**src/hdl/mmoc_pkg.sv**
```systemverilog
// Shared widths, reset values, register indexes and interface types for the calibration block.
`timescale 1ns / 1ps

package mmoc_pkg;

  localparam int RAW_W          = 16;
  localparam int CORR_W         = RAW_W + 1;
  localparam int TRK_W          = 13;
  localparam int RANGE_W        = TRK_W + 1;
  localparam int CNT_W          = 16;
  localparam int GATE_W         = 12;
  localparam int GAIN_W         = 16;
  localparam int GAIN_FRAC_BITS = 12;
  localparam int GAIN_Q_W       = GAIN_W - 1;
  localparam int DIV_DW         = RANGE_W + GAIN_FRAC_BITS;
  localparam int DIV_CNT_W      = $clog2(GAIN_Q_W + 1);
  localparam int CFG_W          = 16;
  localparam int CFG_IDX_W      = 1;

  localparam logic [CFG_IDX_W-1:0] CFG_TARGET = 1'd0;
  localparam logic [CFG_IDX_W-1:0] CFG_GATE   = 1'd1;

  localparam logic [CNT_W-1:0]  TARGET_RST = CNT_W'(500);
  localparam logic [GATE_W-1:0] GATE_RST   = GATE_W'(400);
  localparam logic [CNT_W-1:0]  CNT_MAX    = {CNT_W{1'b1}};

  localparam logic signed [TRK_W-1:0] MAX_RST    = -TRK_W'(100);
  localparam logic signed [TRK_W-1:0] MIN_RST    = TRK_W'(100);
  localparam logic signed [TRK_W-1:0] OFFSET_RST = -TRK_W'(1);

  localparam longint GAIN_Y_VAL = ((64'd8538 << GAIN_FRAC_BITS) + 64'd5000) / 64'd10000;
  localparam longint GAIN_Z_VAL = ((64'd9389 << GAIN_FRAC_BITS) + 64'd5000) / 64'd10000;
  localparam logic signed [GAIN_W-1:0] GAIN_Y_RST = GAIN_W'(GAIN_Y_VAL);
  localparam logic signed [GAIN_W-1:0] GAIN_Z_RST = GAIN_W'(GAIN_Z_VAL);

  typedef struct packed {
    logic               in_gate;
    logic [RANGE_W-1:0] range;
  } lane_stat_t;

  typedef struct packed {
    logic              done;
    logic [GAIN_W-1:0] quot;
  } div_res_t;

endpackage

```
**src/hdl/mmoc_lane.sv**
```systemverilog
// One axis lane: gate check, min/max tracking, offset, range and corrected sample.
`timescale 1ns / 1ps

module mmoc_lane
  import mmoc_pkg::*;
(
  input  logic                     clk,
  input  logic                     rst_n,
  input  logic signed [RAW_W-1:0]  raw,
  input  logic [GATE_W-1:0]        gate_limit,
  input  logic                     accept,
  input  logic                     track,
  input  logic                     complete,
  output logic signed [CORR_W-1:0] corrected,
  output logic signed [TRK_W-1:0]  offset,
  output lane_stat_t               stat
);

  logic signed [TRK_W-1:0]  max_r, min_r, offset_r;
  logic signed [TRK_W-1:0]  max_nxt, min_nxt, offset_nxt;
  logic signed [CORR_W-1:0] corr_r;
  logic [RAW_W:0]           raw_ext, mag;
  logic [RAW_W-1:0]         max_ext, min_ext;
  logic [TRK_W:0]           sum, rnd;

  assign raw_ext = {raw[RAW_W-1], raw};
  assign mag     = raw[RAW_W-1] ? (~raw_ext + 1'b1) : raw_ext;
  assign max_ext = {{(RAW_W-TRK_W){max_r[TRK_W-1]}}, max_r};
  assign min_ext = {{(RAW_W-TRK_W){min_r[TRK_W-1]}}, min_r};

  always_comb begin
    max_nxt = max_r;
    min_nxt = min_r;
    if (track && (raw > signed'(max_ext))) begin
      max_nxt = raw[TRK_W-1:0];
    end
    if (track && (raw < signed'(min_ext))) begin
      min_nxt = raw[TRK_W-1:0];
    end
  end

  // Halving rounds toward zero: a negative sum is bumped by one before the arithmetic shift.
  assign sum        = {max_nxt[TRK_W-1], max_nxt} + {min_nxt[TRK_W-1], min_nxt};
  assign rnd        = sum + {{TRK_W{1'b0}}, sum[TRK_W]};
  assign offset_nxt = complete ? rnd[TRK_W:1] : offset_r;

  always_ff @(posedge clk) begin
    if (!rst_n) begin
      max_r    <= MAX_RST;
      min_r    <= MIN_RST;
      offset_r <= OFFSET_RST;
    end else begin
      max_r    <= max_nxt;
      min_r    <= min_nxt;
      offset_r <= offset_nxt;
    end
  end

  always_ff @(posedge clk) begin
    if (accept) begin
      corr_r <= raw_ext - {{(CORR_W-TRK_W){offset_r[TRK_W-1]}}, offset_r};
    end
  end

  assign stat.in_gate = {{(RAW_W+1-GATE_W){1'b0}}, gate_limit} > mag;
  assign stat.range   = {max_r[TRK_W-1], max_r} - {min_r[TRK_W-1], min_r};
  assign corrected    = corr_r;
  assign offset       = offset_r;

endmodule

```
**src/hdl/mmoc_div.sv**
```systemverilog
// Restoring divider for the gain ratio, one quotient bit per cycle, saturating.
`timescale 1ns / 1ps

module mmoc_div
  import mmoc_pkg::*;
(
  input  logic               clk,
  input  logic               rst_n,
  input  logic               start,
  input  logic [RANGE_W-1:0] num,
  input  logic [RANGE_W-1:0] den,
  output div_res_t           res
);

  logic                 busy_r, done_r;
  logic [RANGE_W-1:0]   rem_r, den_r;
  logic [GAIN_Q_W-1:0]  low_r, q_r;
  logic [DIV_CNT_W-1:0] cnt_r;
  logic [DIV_DW-1:0]    dvd;
  logic [RANGE_W-1:0]   rem0;
  logic [RANGE_W:0]     trial, diff;
  logic                 ge;

  // The upper dividend bits alone decide whether the quotient fits its width.
  assign dvd   = {num, {GAIN_FRAC_BITS{1'b0}}};
  assign rem0  = RANGE_W'(dvd[DIV_DW-1:GAIN_Q_W]);
  assign trial = {rem_r, low_r[GAIN_Q_W-1]};
  assign diff  = trial - {1'b0, den_r};
  assign ge    = trial >= {1'b0, den_r};

  always_ff @(posedge clk) begin
    if (!rst_n) begin
      busy_r <= 1'b0;
      done_r <= 1'b0;
    end else begin
      done_r <= 1'b0;
      if (start) begin
        if (rem0 >= den) begin
          done_r <= 1'b1;
        end else begin
          busy_r <= 1'b1;
        end
      end else if (busy_r && (cnt_r == DIV_CNT_W'(1))) begin
        busy_r <= 1'b0;
        done_r <= 1'b1;
      end
    end
  end

  always_ff @(posedge clk) begin
    if (start) begin
      rem_r <= rem0;
      den_r <= den;
      low_r <= dvd[GAIN_Q_W-1:0];
      cnt_r <= DIV_CNT_W'(GAIN_Q_W);
      q_r   <= (rem0 >= den) ? {GAIN_Q_W{1'b1}} : {GAIN_Q_W{1'b0}};
    end else if (busy_r) begin
      rem_r <= ge ? diff[RANGE_W-1:0] : trial[RANGE_W-1:0];
      low_r <= {low_r[GAIN_Q_W-2:0], 1'b0};
      q_r   <= {q_r[GAIN_Q_W-2:0], ge};
      cnt_r <= cnt_r - 1'b1;
    end
  end

  assign res.done = done_r;
  assign res.quot = {1'b0, q_r};

endmodule

```
**src/hdl/mag_min_max_offset_calibration.sv**
```systemverilog
// Top level of the magnetometer hard-iron calibration: axis lanes, merge logic and gain divider.
`timescale 1ns / 1ps

// Each transfer carries one X/Y/Z sample and yields one result transfer holding the sample
// minus the offset in force before it, plus the offsets, gains and calibration status after
// it. The result of an ordinary sample appears in the cycle after it is taken, and a new
// sample is taken at the same edge at which the previous result is transferred. The sample
// that completes calibration holds the input while the Y and Z gains are computed one after
// the other in a shared restoring divider that produces one quotient bit per cycle.
// Configuration is written through a simple write port and takes effect on the next sample.

module mag_min_max_offset_calibration
  import mmoc_pkg::*;
(
  input  logic                      clk,
  input  logic                      rst_n,
  input  logic                      cfg_we,
  input  logic [CFG_IDX_W-1:0]      cfg_index,
  input  logic [CFG_W-1:0]          cfg_data,
  input  logic                      in_valid,
  output logic                      in_stall,
  input  logic signed [RAW_W-1:0]   in_raw_x,
  input  logic signed [RAW_W-1:0]   in_raw_y,
  input  logic signed [RAW_W-1:0]   in_raw_z,
  input  logic                      in_start_calibration,
  output logic                      out_valid,
  input  logic                      out_stall,
  output logic signed [CORR_W-1:0]  out_corrected_x,
  output logic signed [CORR_W-1:0]  out_corrected_y,
  output logic signed [CORR_W-1:0]  out_corrected_z,
  output logic signed [TRK_W-1:0]   out_offset_x_out,
  output logic signed [TRK_W-1:0]   out_offset_y_out,
  output logic signed [TRK_W-1:0]   out_offset_z_out,
  output logic signed [GAIN_W-1:0]  out_gain_y_out,
  output logic signed [GAIN_W-1:0]  out_gain_z_out,
  output logic                      out_calibrating,
  output logic                      out_calibration_done
);

  typedef enum logic {
    ST_IDLE,
    ST_DIV
  } state_t;

  state_t              state_r, state_nxt;
  logic [CNT_W-1:0]    target_r, target_nxt;
  logic [GATE_W-1:0]   gate_r, gate_nxt;
  logic [CNT_W-1:0]    count_r, count_nxt, count_base;
  logic                active_r, active_nxt;
  logic                done_r, done_nxt;
  logic                out_valid_r, out_valid_nxt;
  logic                go_r, go_nxt;
  logic                sel_z_r, sel_z_nxt;
  logic [GAIN_W-1:0]   gain_y_r, gain_y_nxt, gain_z_r, gain_z_nxt;
  logic                accept, active_eff, gate_all, track, complete;
  lane_stat_t          stat_x, stat_y, stat_z;
  div_res_t            div_res;
  logic [RANGE_W-1:0]  div_den;

  assign in_stall   = (state_r != ST_IDLE) || (out_valid_r && out_stall);
  assign accept     = in_valid && !in_stall;
  assign active_eff = active_r || in_start_calibration;
  assign gate_all   = stat_x.in_gate && stat_y.in_gate && stat_z.in_gate;
  assign track      = accept && active_eff && gate_all;
  assign complete   = track && (count_r >= target_r);
  assign div_den    = sel_z_r ? stat_z.range : stat_y.range;

  mmoc_lane u_lane_x (
    .clk        (clk),
    .rst_n      (rst_n),
    .raw        (in_raw_x),
    .gate_limit (gate_r),
    .accept     (accept),
    .track      (track),
    .complete   (complete),
    .corrected  (out_corrected_x),
    .offset     (out_offset_x_out),
    .stat       (stat_x)
  );

  mmoc_lane u_lane_y (
    .clk        (clk),
    .rst_n      (rst_n),
    .raw        (in_raw_y),
    .gate_limit (gate_r),
    .accept     (accept),
    .track      (track),
    .complete   (complete),
    .corrected  (out_corrected_y),
    .offset     (out_offset_y_out),
    .stat       (stat_y)
  );

  mmoc_lane u_lane_z (
    .clk        (clk),
    .rst_n      (rst_n),
    .raw        (in_raw_z),
    .gate_limit (gate_r),
    .accept     (accept),
    .track      (track),
    .complete   (complete),
    .corrected  (out_corrected_z),
    .offset     (out_offset_z_out),
    .stat       (stat_z)
  );

  mmoc_div u_div (
    .clk   (clk),
    .rst_n (rst_n),
    .start (go_r),
    .num   (stat_x.range),
    .den   (div_den),
    .res   (div_res)
  );

  always_comb begin
    target_nxt    = target_r;
    gate_nxt      = gate_r;
    count_nxt     = count_r;
    active_nxt    = active_r;
    done_nxt      = done_r;
    out_valid_nxt = out_valid_r && out_stall;
    go_nxt        = 1'b0;
    sel_z_nxt     = sel_z_r;
    gain_y_nxt    = gain_y_r;
    gain_z_nxt    = gain_z_r;
    state_nxt     = state_r;
    count_base    = complete ? {CNT_W{1'b0}} : count_r;

    if (cfg_we) begin
      case (cfg_index)
        CFG_TARGET: target_nxt = cfg_data[CNT_W-1:0];
        CFG_GATE:   gate_nxt   = cfg_data[GATE_W-1:0];
        default:    ;
      endcase
    end

    case (state_r)
      ST_IDLE: begin
        if (accept) begin
          done_nxt   = complete;
          active_nxt = active_eff && !complete;
          if (active_eff) begin
            count_nxt = (count_base != CNT_MAX) ? count_base + 1'b1 : count_base;
          end
          if (complete) begin
            state_nxt = ST_DIV;
            go_nxt    = 1'b1;
            sel_z_nxt = 1'b0;
          end else begin
            out_valid_nxt = 1'b1;
          end
        end
      end
      ST_DIV: begin
        if (div_res.done) begin
          if (!sel_z_r) begin
            if (div_den != '0) begin
              gain_y_nxt = div_res.quot;
            end
            sel_z_nxt = 1'b1;
            go_nxt    = 1'b1;
          end else begin
            if (div_den != '0) begin
              gain_z_nxt = div_res.quot;
            end
            out_valid_nxt = 1'b1;
            state_nxt     = ST_IDLE;
          end
        end
      end
      default: state_nxt = ST_IDLE;
    endcase
  end

  always_ff @(posedge clk) begin
    if (!rst_n) begin
      state_r     <= ST_IDLE;
      target_r    <= TARGET_RST;
      gate_r      <= GATE_RST;
      count_r     <= '0;
      active_r    <= 1'b0;
      done_r      <= 1'b0;
      out_valid_r <= 1'b0;
      go_r        <= 1'b0;
      sel_z_r     <= 1'b0;
      gain_y_r    <= GAIN_Y_RST;
      gain_z_r    <= GAIN_Z_RST;
    end else begin
      state_r     <= state_nxt;
      target_r    <= target_nxt;
      gate_r      <= gate_nxt;
      count_r     <= count_nxt;
      active_r    <= active_nxt;
      done_r      <= done_nxt;
      out_valid_r <= out_valid_nxt;
      go_r        <= go_nxt;
      sel_z_r     <= sel_z_nxt;
      gain_y_r    <= gain_y_nxt;
      gain_z_r    <= gain_z_nxt;
    end
  end

  assign out_valid            = out_valid_r;
  assign out_gain_y_out       = gain_y_r;
  assign out_gain_z_out       = gain_z_r;
  assign out_calibrating      = active_r;
  assign out_calibration_done = done_r;

  a_done_ends_cal: assert property (@(posedge clk) disable iff (!rst_n)
    (out_valid_r && done_r) |-> !active_r)
    else $error("completion reported while calibration still active");

  a_div_only_busy: assert property (@(posedge clk) disable iff (!rst_n)
    div_res.done |-> (state_r == ST_DIV))
    else $error("divider finished outside the gain phase");

  a_accept_result: assert property (@(posedge clk) disable iff (!rst_n)
    accept |=> (out_valid_r || (state_r == ST_DIV)))
    else $error("accepted transfer produced neither a result nor a gain phase");

  a_count_live: assert property (@(posedge clk) disable iff (!rst_n)
    active_r |-> (count_r != '0))
    else $error("calibration active with an empty sample count");

endmodule
```
**config.mk**
```make
export PLATFORM = sky130hd
export DESIGN_NAME = mag_min_max_offset_calibration
export DESIGN_NICKNAME = d
export VERILOG_FILES = /design/src/hdl/mmoc_pkg.sv /design/src/hdl/mmoc_lane.sv /design/src/hdl/mmoc_div.sv /design/src/hdl/mag_min_max_offset_calibration.sv
export SDC_FILE = /design/constraint.sdc
export NUM_CORES = 1
export LEC_CHECK = 0
export BUFFER_PORTS_ARGS = -buffer_cell sky130_fd_sc_hd__buf_4
export CORE_UTILIZATION = 45
export CTS_BUF_LIST = sky130_fd_sc_hd__clkbuf_4
export DETAILED_ROUTE_END_ITERATION = 8
export SYNTH_ARGS = -nofsm -noshare
export SYNTH_HDL_FRONTEND = slang
export SYNTH_HIERARCHICAL = 1
export SYNTH_SLANG_ARGS = --single-unit
```
**constraint.sdc**
```tcl
create_clock -name clk -period 10.8 [get_ports clk]
set_clock_uncertainty 0.1 [all_clocks]
set_input_delay 2.16 -clock clk [delete_from_list [all_inputs] [get_ports clk]]
set_output_delay 2.16 -clock clk [all_outputs]
set_load 0.01 [all_outputs]
```
Word level (Yosys, flattened, before mapping)
Cells that the tools add are included.

word-level totals
  register bits after elaboration = 300
  output and inout port bits = 126
  word-level logic and storage cells = 145

operators by class
  add/sub/neg operators = 18
  order comparisons = 12
  eq/ne operators = 6
  mux-type cells = 42
  bitwise gates (word level) = 6
  reductions and logical operators = 30

operators by type and width
  kind                   count
  $mux 13                6
  $mux 15                5
  $add 17x1->17 const B  3
  $gt 12x17->1           3
  $mux 17                3
  $not 17->17            3
  $sub 16x13->17         3
  $gt 16x13->1           3
  $lt 16x13->1           3
  $add 13x13->14         3
  $add 14x1->14          3
  $sub 13x13->14         3
  $mux 16                2
  $mux 14                2
  $mux 11                2
  $mux 1                 18
  $add 16x1->16 const B  1
  $ge 16x16->1           1
  $ne 16x16->1 const B   1
  $ge 15x14->1           1
  $logic_and 1x1->1      15
  $ge 11x14->1           1
  $reduce_bool 14->1     1
  $sub 14x14->14         1
  12 further kinds       27

Logic depth before layout (Yosys ltp)
Gate-level depths: netlist of the first run.

  depth after elaboration = 11
  depth in mapped cells = 45
  depth with buffers taken out = 41

Cells and area by module
Netlist of the first run, hierarchy kept.

by module, submodules not included
  module                          instances  cells an instance  area each (µm²)  seq. area each (µm²)
  mmoc_lane (u_lane_y)            1          706                5,716.7          1,291.2
  mmoc_lane (u_lane_z)            1          674                5,530.3          1,291.2
  mmoc_lane (u_lane_x)            1          676                5,456.5          1,291.2
  mag_min_max_offset_calibration  1          426                3,783.6          1,641.6
  mmoc_div                        1          317                3,226.8          1,471.4

Least setup slack after synthesis of the first run
Ideal clock, no wire load.

  kind = input to register
  start point = input in_raw_z[15]
  end point = register u_lane_y.offset_r[7], in the netlist u_lane_y/offset[7]
  setup time = 0.136 ns
  arrival = 9.468 ns
  setup slack = 1.095 ns
  cell stages on the path = 42
  path buffers = 5
  path through = buf_1 -> mux2i_1 -> ha_1 -> nor2b_1 -> o21a_1 -> o21a_1 -> o21a_1 -> o21a_1 -> o21a_1 -> o21a_1 -> o21a_1 -> o21a_1 -> o21ai_0 -> a21oi_1 -> nand3_1 -> or2_2 -> clkbuf_1 -> inv_1 -> [6 not listed] -> ha_1 -> a21o_1 -> a21oi_1 -> nand2b_1 -> a31o_2 -> o21ba_2 -> o21bai_1 -> a311o_1 -> a21o_1 -> a211o_1 -> buf_6 -> a21boi_0 -> ha_1 -> and3_1 -> o2111ai_1 -> xnor2_1 -> nand2_1 -> o211ai_1

RTL lines
  item                  line                                  RTL
  from (decl)           mag_min_max_offset_calibration.sv:24  input logic signed [RAW_W-1:0] in_raw_z,
  to (signal assigned)  mmoc_lane.sv:55                       offset_r <= offset_nxt;
  to (decl)             mmoc_lane.sv:19                       logic signed [TRK_W-1:0] max_r, min_r, offset_r;

==> results of run 1 <==
==> final timing paths <==
kind	endpoint	slack [ps]	startpoint
worst max register to register	u_lane_x/offset[7]$_SDFFE_PN1P_	2570	gate_r[0]$_SDFFE_PN0P_
worst max-delay path	u_lane_x/offset[7]$_SDFFE_PN1P_	960	in_raw_x[4]
worst min register to register	target_r[3]$_SDFFE_PN0P_	360	target_r[3]$_SDFFE_PN0P_
worst min-delay path	target_r[3]$_SDFFE_PN0P_	360	target_r[3]$_SDFFE_PN0P_
==> synthesized netlist by cell type, types with 16 or more instances <==
cell type	instances	area [µm²]
ha_1	305	3820
nand2_1	299	1120
inv_1	265	995
nor2_1	214	803
dfxtp_1	208	4160
o21ai_0	178	891
a21oi_1	140	701
edfxtp_1	94	2820
xnor2_1	75	657
xor2_1	66	578
and2_1	60	375
nand3_1	59	295
clkbuf_1	57	214
or2_2	48	300
o21a_1	46	345
o211ai_1	44	330
mux2i_1	42	420
nor2b_1	39	244
nor3_1	39	195
nand4_1	37	231
mux2_2	36	405
a21boi_0	35	263
a21o_1	35	263
nand2b_1	26	163
a211oi_1	20	150
o31ai_1	20	150
and3_1	18	113
and4_1	16	140
==> through the flow <==
stage / hold slack (ps) / instance area [µm²] / instances
3_5_place_dp: 349 / 25900 / 3634
6_report: 357 / 27100 / 3798
3_3_place_gp: 349 / 25900 / 3634
5_1_grt: 385 / 27100 / 3798
4_1_cts: 357 / 27100 / 3794
2_1_floorplan: 336 / 23700 / 2799
==> state kept, by name, summed over array words and instances (netlist names), 14 cells and up <==
register,cells
target_r,16
u_lane_y/corrected,17
out_gain_y_out,16
u_div/q_r,15
count_r,16
u_div/rem_r,14
out_gain_z_out,16
u_div/den_r,14
u_lane_x/corrected,17
u_lane_z/corrected,17
==> logic make-up after synthesis <==
family,synth area share
xor+xnor,0.0534
mux,0.0361
flops,0.295
buf+inv,0.0597
simple gates,0.196
fa+ha+maj,0.170
compound gates,0.190
other cells,0.000158
==> cell type report <==
cell class / count / area [µm²]
Tap cell: 680 / 851
Antenna cell: 4 / 10.0
Multi-Input combinational cell: 2148 / 15300
Sequential cell: 302 / 6990
Fill cell: 4995 / 24600
Inverter: 268 / 1010
Timing Repair Buffer: 236 / 1770
Clock buffer: 132 / 991
Clock inverter: 28 / 199
==> worst register-to-register path, delay by kind of cell, from the launching register on <==
| family | cells | cell delay (ps) |
|---|---|---|
| AOI/OAI and AO/OA | 22 | 4300 |
| xor gates and xnor gates | 1 | 150 |
| adders and majority gates | 3 | 740 |
| buffers and inverters | 4 | 780 |
| DFF | 1 | 490 |
| and+or+nand+nor | 10 | 1610 |
==> layer usage <==
metal | share of wire | track usage | vias up
li1 | - | - | 10500
met1 | 0.46 | 0.331 | 9957
met2 | 0.47 | 0.422 | 470
met3 | 0.042 | 0.0400 | 121
met4 | 0.028 | 0.0898 | 0
met5 | 0 | 0 | -
==> report_power, final <==
group / internal [W] / leakage [nW] / total (W) / switching, W
clock network: 0.000630 / 0.698 / 0.00117 / 0.000538
registers: 0.00119 / 2.57 / 0.00120 / 0.0000130
logic: 0.000107 / 9.27 / 0.000264 / 0.000157
==> flow_summary_export.csv, run 1 <==
group,metric,value,unit
clock_network,clk_latency,840,ps
pwr,power.density,97.0,nW/µm²
place,portBuffers,196,
worst_hold_path,hold_class,"reg2reg",
pwr,p_leak,12.5,nW
worst_setup_path,start_kind,"input pin",
finish,drive_above_1_share,0.168,
sta,setup_ws,958,ps
sta,relSlewSlack,0.324,
clock_network,ctsResizeCount,0,
clock_network,numClockSinks,302,
die,start_util,0.459,
worst_setup_path,critical_path_class,"in2reg",
drt,drt-wirelength-per-cell,18.1,µm
global_route,grt_pass1_wl,109000,µm
global_route,grtUsageTotal,0.253,
worst_setup_path,rr_worst_depth,40,
global_route,grt_pass1_vias,20600,
worst_setup_path,cp_max_fo,12,
drt,ant_nets,0,
run_status,run_status,"completed",
die,fp-row-count,83,
finish,layout_common_cells,"ha_1, nand2_1, inv_1",
global_route,grt_overflow_total,0,
drt,drtIter0Drc,1299,
worst_setup_path,cp_num_cells,37,
die,core,51700,µm²
place,pre_cts_ws,245,ps
clock_network,cts.clk_slew.worst_paths,60,ps
worst_setup_path,cp_slowest_cell,"or4_1",
global_route,grt_max_degree,55,
clock_network,cts_setup_buffers,0,
worst_setup_path,cp.arrival,10500,ps
finish,finalNetCount,3430,
place,place.gp.congestion,0.910,
sta,rsz0062_at_grt,"no",
place,detailed_place_hpwl,52800,µm
drt,vias,21100,
synthesis,synthFlopType,"dfxtp_1",
clock_network,cts_buffer_depth,3,
worst_hold_path,min_path_cells,2,
sta,hold_violations,0,
synthesis,synthArstFlopShare,0,
die,design.die.area,53600,µm²
global_route,antenna_found_initial,2,
pwr,ir_worst_vdd,0.0000536,V
worst_setup_path,cp_num_buf_inv,4,
synthesis,netlist_area,23700,µm²
pwr,power,0.00263,W
drt,drtPass1Iterations,6,
clock_network,ctsHtreeMaxLevel,3,
synthesis,synth_cell_types,110,
worst_setup_path,crit_path_max_incr_delay,630,ps
sta,clock.fmax,102,MHz
synthesis,yosysSeqAreaShare,0.295,
die,die_w,232,µm
clock_network,clock-root-buffer,"clkbuf_4",
worst_setup_path,required,11460,ps
synthesis,ys_ff_latch,302,
clock_network,numCtsBuffers,88,
synthesis,synth_enable_flop_cells,94,
sta,max_slew.worst_pin.slew,1010,ps
sta,setup_viol,0,
finish,syn_to_final_growth,14.5,%
drt,drc,0,
sta,period_share,0.911,
sta,fin_crit,9840,ps
clock_network,holdBufCountCts,0,
finish,mostFrequentLayoutCell,"ha_1",
clock_network,cts_tree,"yes",
die,die_y,232,µm
synthesis,syn_inst,2799,
drt,wirelength,68800,µm
synthesis,synth_area_per_cell,8.47,µm²
job,max_cap_viol_count,0,
drt,vias_per_cell,5.55,
worst_setup_path,critPathTopFamily,"compound AO/OA/AOI/OAI gates",
synthesis,yosys_warnings,6,
sta,tns,0,ps
finish,fin_util,0.525,
worst_setup_path,end_kind,"register",
die,ios,197,
sta,slew_violations,0,
synthesis,syn_nets,3185,
(Power assumes the default switching activity.)
==> inputs of run 2 (changes only) <==
--- a/config.mk
+++ b/config.mk
@@ -9,6 +9,7 @@
 export CORE_UTILIZATION = 45
 export CTS_BUF_LIST = sky130_fd_sc_hd__clkbuf_4
 export DETAILED_ROUTE_END_ITERATION = 8
+export PLACE_DENSITY_LB_ADDON = 0.3
 export SYNTH_ARGS = -nofsm -noshare
 export SYNTH_HDL_FRONTEND = slang
 export SYNTH_HIERARCHICAL = 1
==> flow_summary_export.csv, run 2 (synthesized netlist as in run 1, its figures left out) <==
group,metric,value,unit
run_status,run_status,"completed",
die,start_util,0.459,
die,die_y,232,µm
sta,setup_viol,0,
clock_network,cts.clk_slew.worst_paths,60,ps
worst_setup_path,required,11430,ps
drt,drtIter0Drc,1436,
worst_setup_path,rr_worst_depth,38,
die,fp-row-count,83,
pwr,ir_worst_vdd,0.0000553,V
worst_setup_path,crit_path_max_incr_delay,510,ps
drt,vias_per_cell,5.66,
sta,fin_crit,9740,ps
sta,hold_violations,0,
sta,max_slew.worst_pin.slew,978,ps
global_route,antenna_found_initial,1,
clock_network,clk_latency,830,ps
sta,slew_violations,0,
pwr,power.density,95.9,nW/µm²
drt,drc,0,
clock_network,cts_tree,"yes",
finish,drive_above_1_share,0.161,
clock_network,numClockSinks,302,
global_route,grt_max_degree,91,
finish,finalNetCount,3409,
pwr,combPwrFrac,0.103,
place,detailed_place_hpwl,52700,µm
worst_setup_path,reg2reg_from,"gate_r[0]$_SDFFE_PN0P_",
sta,period_share,0.902,
finish,mostFrequentLayoutCell,"ha_1",
global_route,grt_pass1_vias,20700,
pwr,power_frac_seq,0.465,
place,placed_area,25800,µm²
finish,stdcell_area,26900,µm²
worst_setup_path,crit_top_cell,"o21a_1",
worst_hold_path,hold_class,"reg2reg",
clock_network,ctsResizeCount,0,
worst_setup_path,reg2reg_slack,2500,ps
worst_setup_path,start_kind,"input pin",
finish,fin_util,0.521,
pwr,switching_share,0.278,
drt,drtPass1Iterations,5,
pwr,p_sw,0.000718,W
clock_network,clock-root-buffer,"clkbuf_4",
place,portBuffers,196,
worst_setup_path,critical_path_class,"in2reg",
drt,wirelength,68300,µm
clock_network,holdBufCountCts,0,
die,ios,197,
drt,ant_nets,0,
clock_network,cts_setup_buffers,0,
worst_setup_path,worst_r2r_endpoint,"u_lane_x/offset[7]$_SDFFE_PN1P_",
pwr,p_leak,12.4,nW
worst_hold_path,min_path_cells,2,
pwr,p_int,0.00187,W
global_route,grt_overflow_total,0,
clock_network,cts_buffer_depth,3,
pwr,power.share.clock,0.433,
sta,relSlewSlack,0.344,
global_route,grt_pass1_wl,108000,µm
finish,syn_to_final_growth,13.6,%
die,die_w,232,µm
finish,nFillCells,4970,
finish,multi_input_area,15300,µm²
clock_network,numCtsBuffers,89,
finish,seq_area,6990,µm²
drt,vias,21400,
global_route,grtUsageTotal,0.251,
drt,drt-wirelength-per-cell,18.1,µm
sta,rsz0062_at_grt,"no",
sta,tns,0,ps
worst_setup_path,end_kind,"register",
job,max_cap_viol_count,0,
die,design.die.area,53600,µm²
sta,clock.fmax,103,MHz
place,place.gp.congestion,0.962,
worst_hold_path,hold_path_end,"target_r[10]$_SDFFE_PN0P_",
sta,setup_ws,1060,ps
worst_hold_path,holdCritStartpoint,"target_r[10]$_SDFFE_PN0P_",
place,pre_cts_ws,291,ps
worst_setup_path,cp_slowest_cell,"a2111oi_0",
die,core,51700,µm²
clock_network,ctsHtreeMaxLevel,3,
finish,layout_common_cells,"ha_1, nand2_1, inv_1",
worst_setup_path,cp_max_fo,10,
worst_setup_path,cp.arrival,10380,ps
[run 2: power groups by stage]
| stage | Clock (W) | Combinational (W) | Sequential (W) |
|---|---|---|---|
| 2_1_floorplan | 0 | 0.000141 | 0.00123 |
| 3_3_place_gp | 0 | 0.000256 | 0.00123 |
| 3_5_place_dp | 0 | 0.000262 | 0.00123 |
| 4_1_cts | 0.00116 | 0.000264 | 0.00120 |
| 5_1_grt | 0.00122 | 0.000292 | 0.00120 |
| 6_report | 0.00112 | 0.000266 | 0.00120 |
[run 2: area by class of cell]
class | count | share of cell area
timing repair buffer | 214 | 0.0601
clock inverter | 38 | 0.00743
antenna | 1 | 0.0000929
inverter | 268 | 0.0373
clock buffer | 127 | 0.0354
sequential | 302 | 0.259
tap | 680 | 0.0316
multi-input combinational | 2148 | 0.569
[run 2: how the worst max path moves through the flow]
stage | start | endpoint | slack [ps] | cells after the start
global route | in_raw_x[4] | u_lane_x/offset[7]$_SDFFE_PN1P_ | 260 | 35
finish | in_raw_x[1] | u_lane_x/offset[7]$_SDFFE_PN1P_ | 1060 | 41
global placement | in_raw_z[0] | u_lane_z/offset[7]$_SDFFE_PN1P_ | 470 | 41
detailed placement | in_raw_x[1] | u_lane_x/offset[7]$_SDFFE_PN1P_ | 290 | 41
floorplan | in_raw_z[15] | u_lane_y/offset[7]$_SDFFE_PN1P_ | 1100 | 42
CTS | in_raw_x[1] | u_lane_x/offset[7]$_SDFFE_PN1P_ | 1220 | 41
[run 2: per-stage QoR]
step	hold slack (ps)	total power (W)	std cells
final	360	0.00258	3778
after global routing	378	0.00271	3778
after CTS	363	0.00263	3777
after detailed placement	354	0.00149	3612
after global placement	346	0.00148	3612
after floorplan	336	0.00137	2799
[run 2: layer usage]
layer  wire length (µm)  global-route usage  vias to the layer above  part of all wire
met1              30600               0.321                    10100              0.45
met5                  0                   0                        -                 0
met4               1990              0.0970                        0             0.029
li1                   -                   -                    10500                 -
met3               3380              0.0357                      134             0.049
met2              32300               0.427                      610              0.47
[run 2: worst max-delay path: cells and delay by family]
| family | cells | cell delay [ps] |
|---|---|---|
| and+or+nand+nor | 11 | 2260 |
| adders and majority gates | 4 | 1020 |
| AOI/OAI and AO/OA | 21 | 4040 |
| buffers and inverters | 3 | 460 |
| muxes | 1 | 290 |
| xor gates and xnor gates | 1 | 130 |
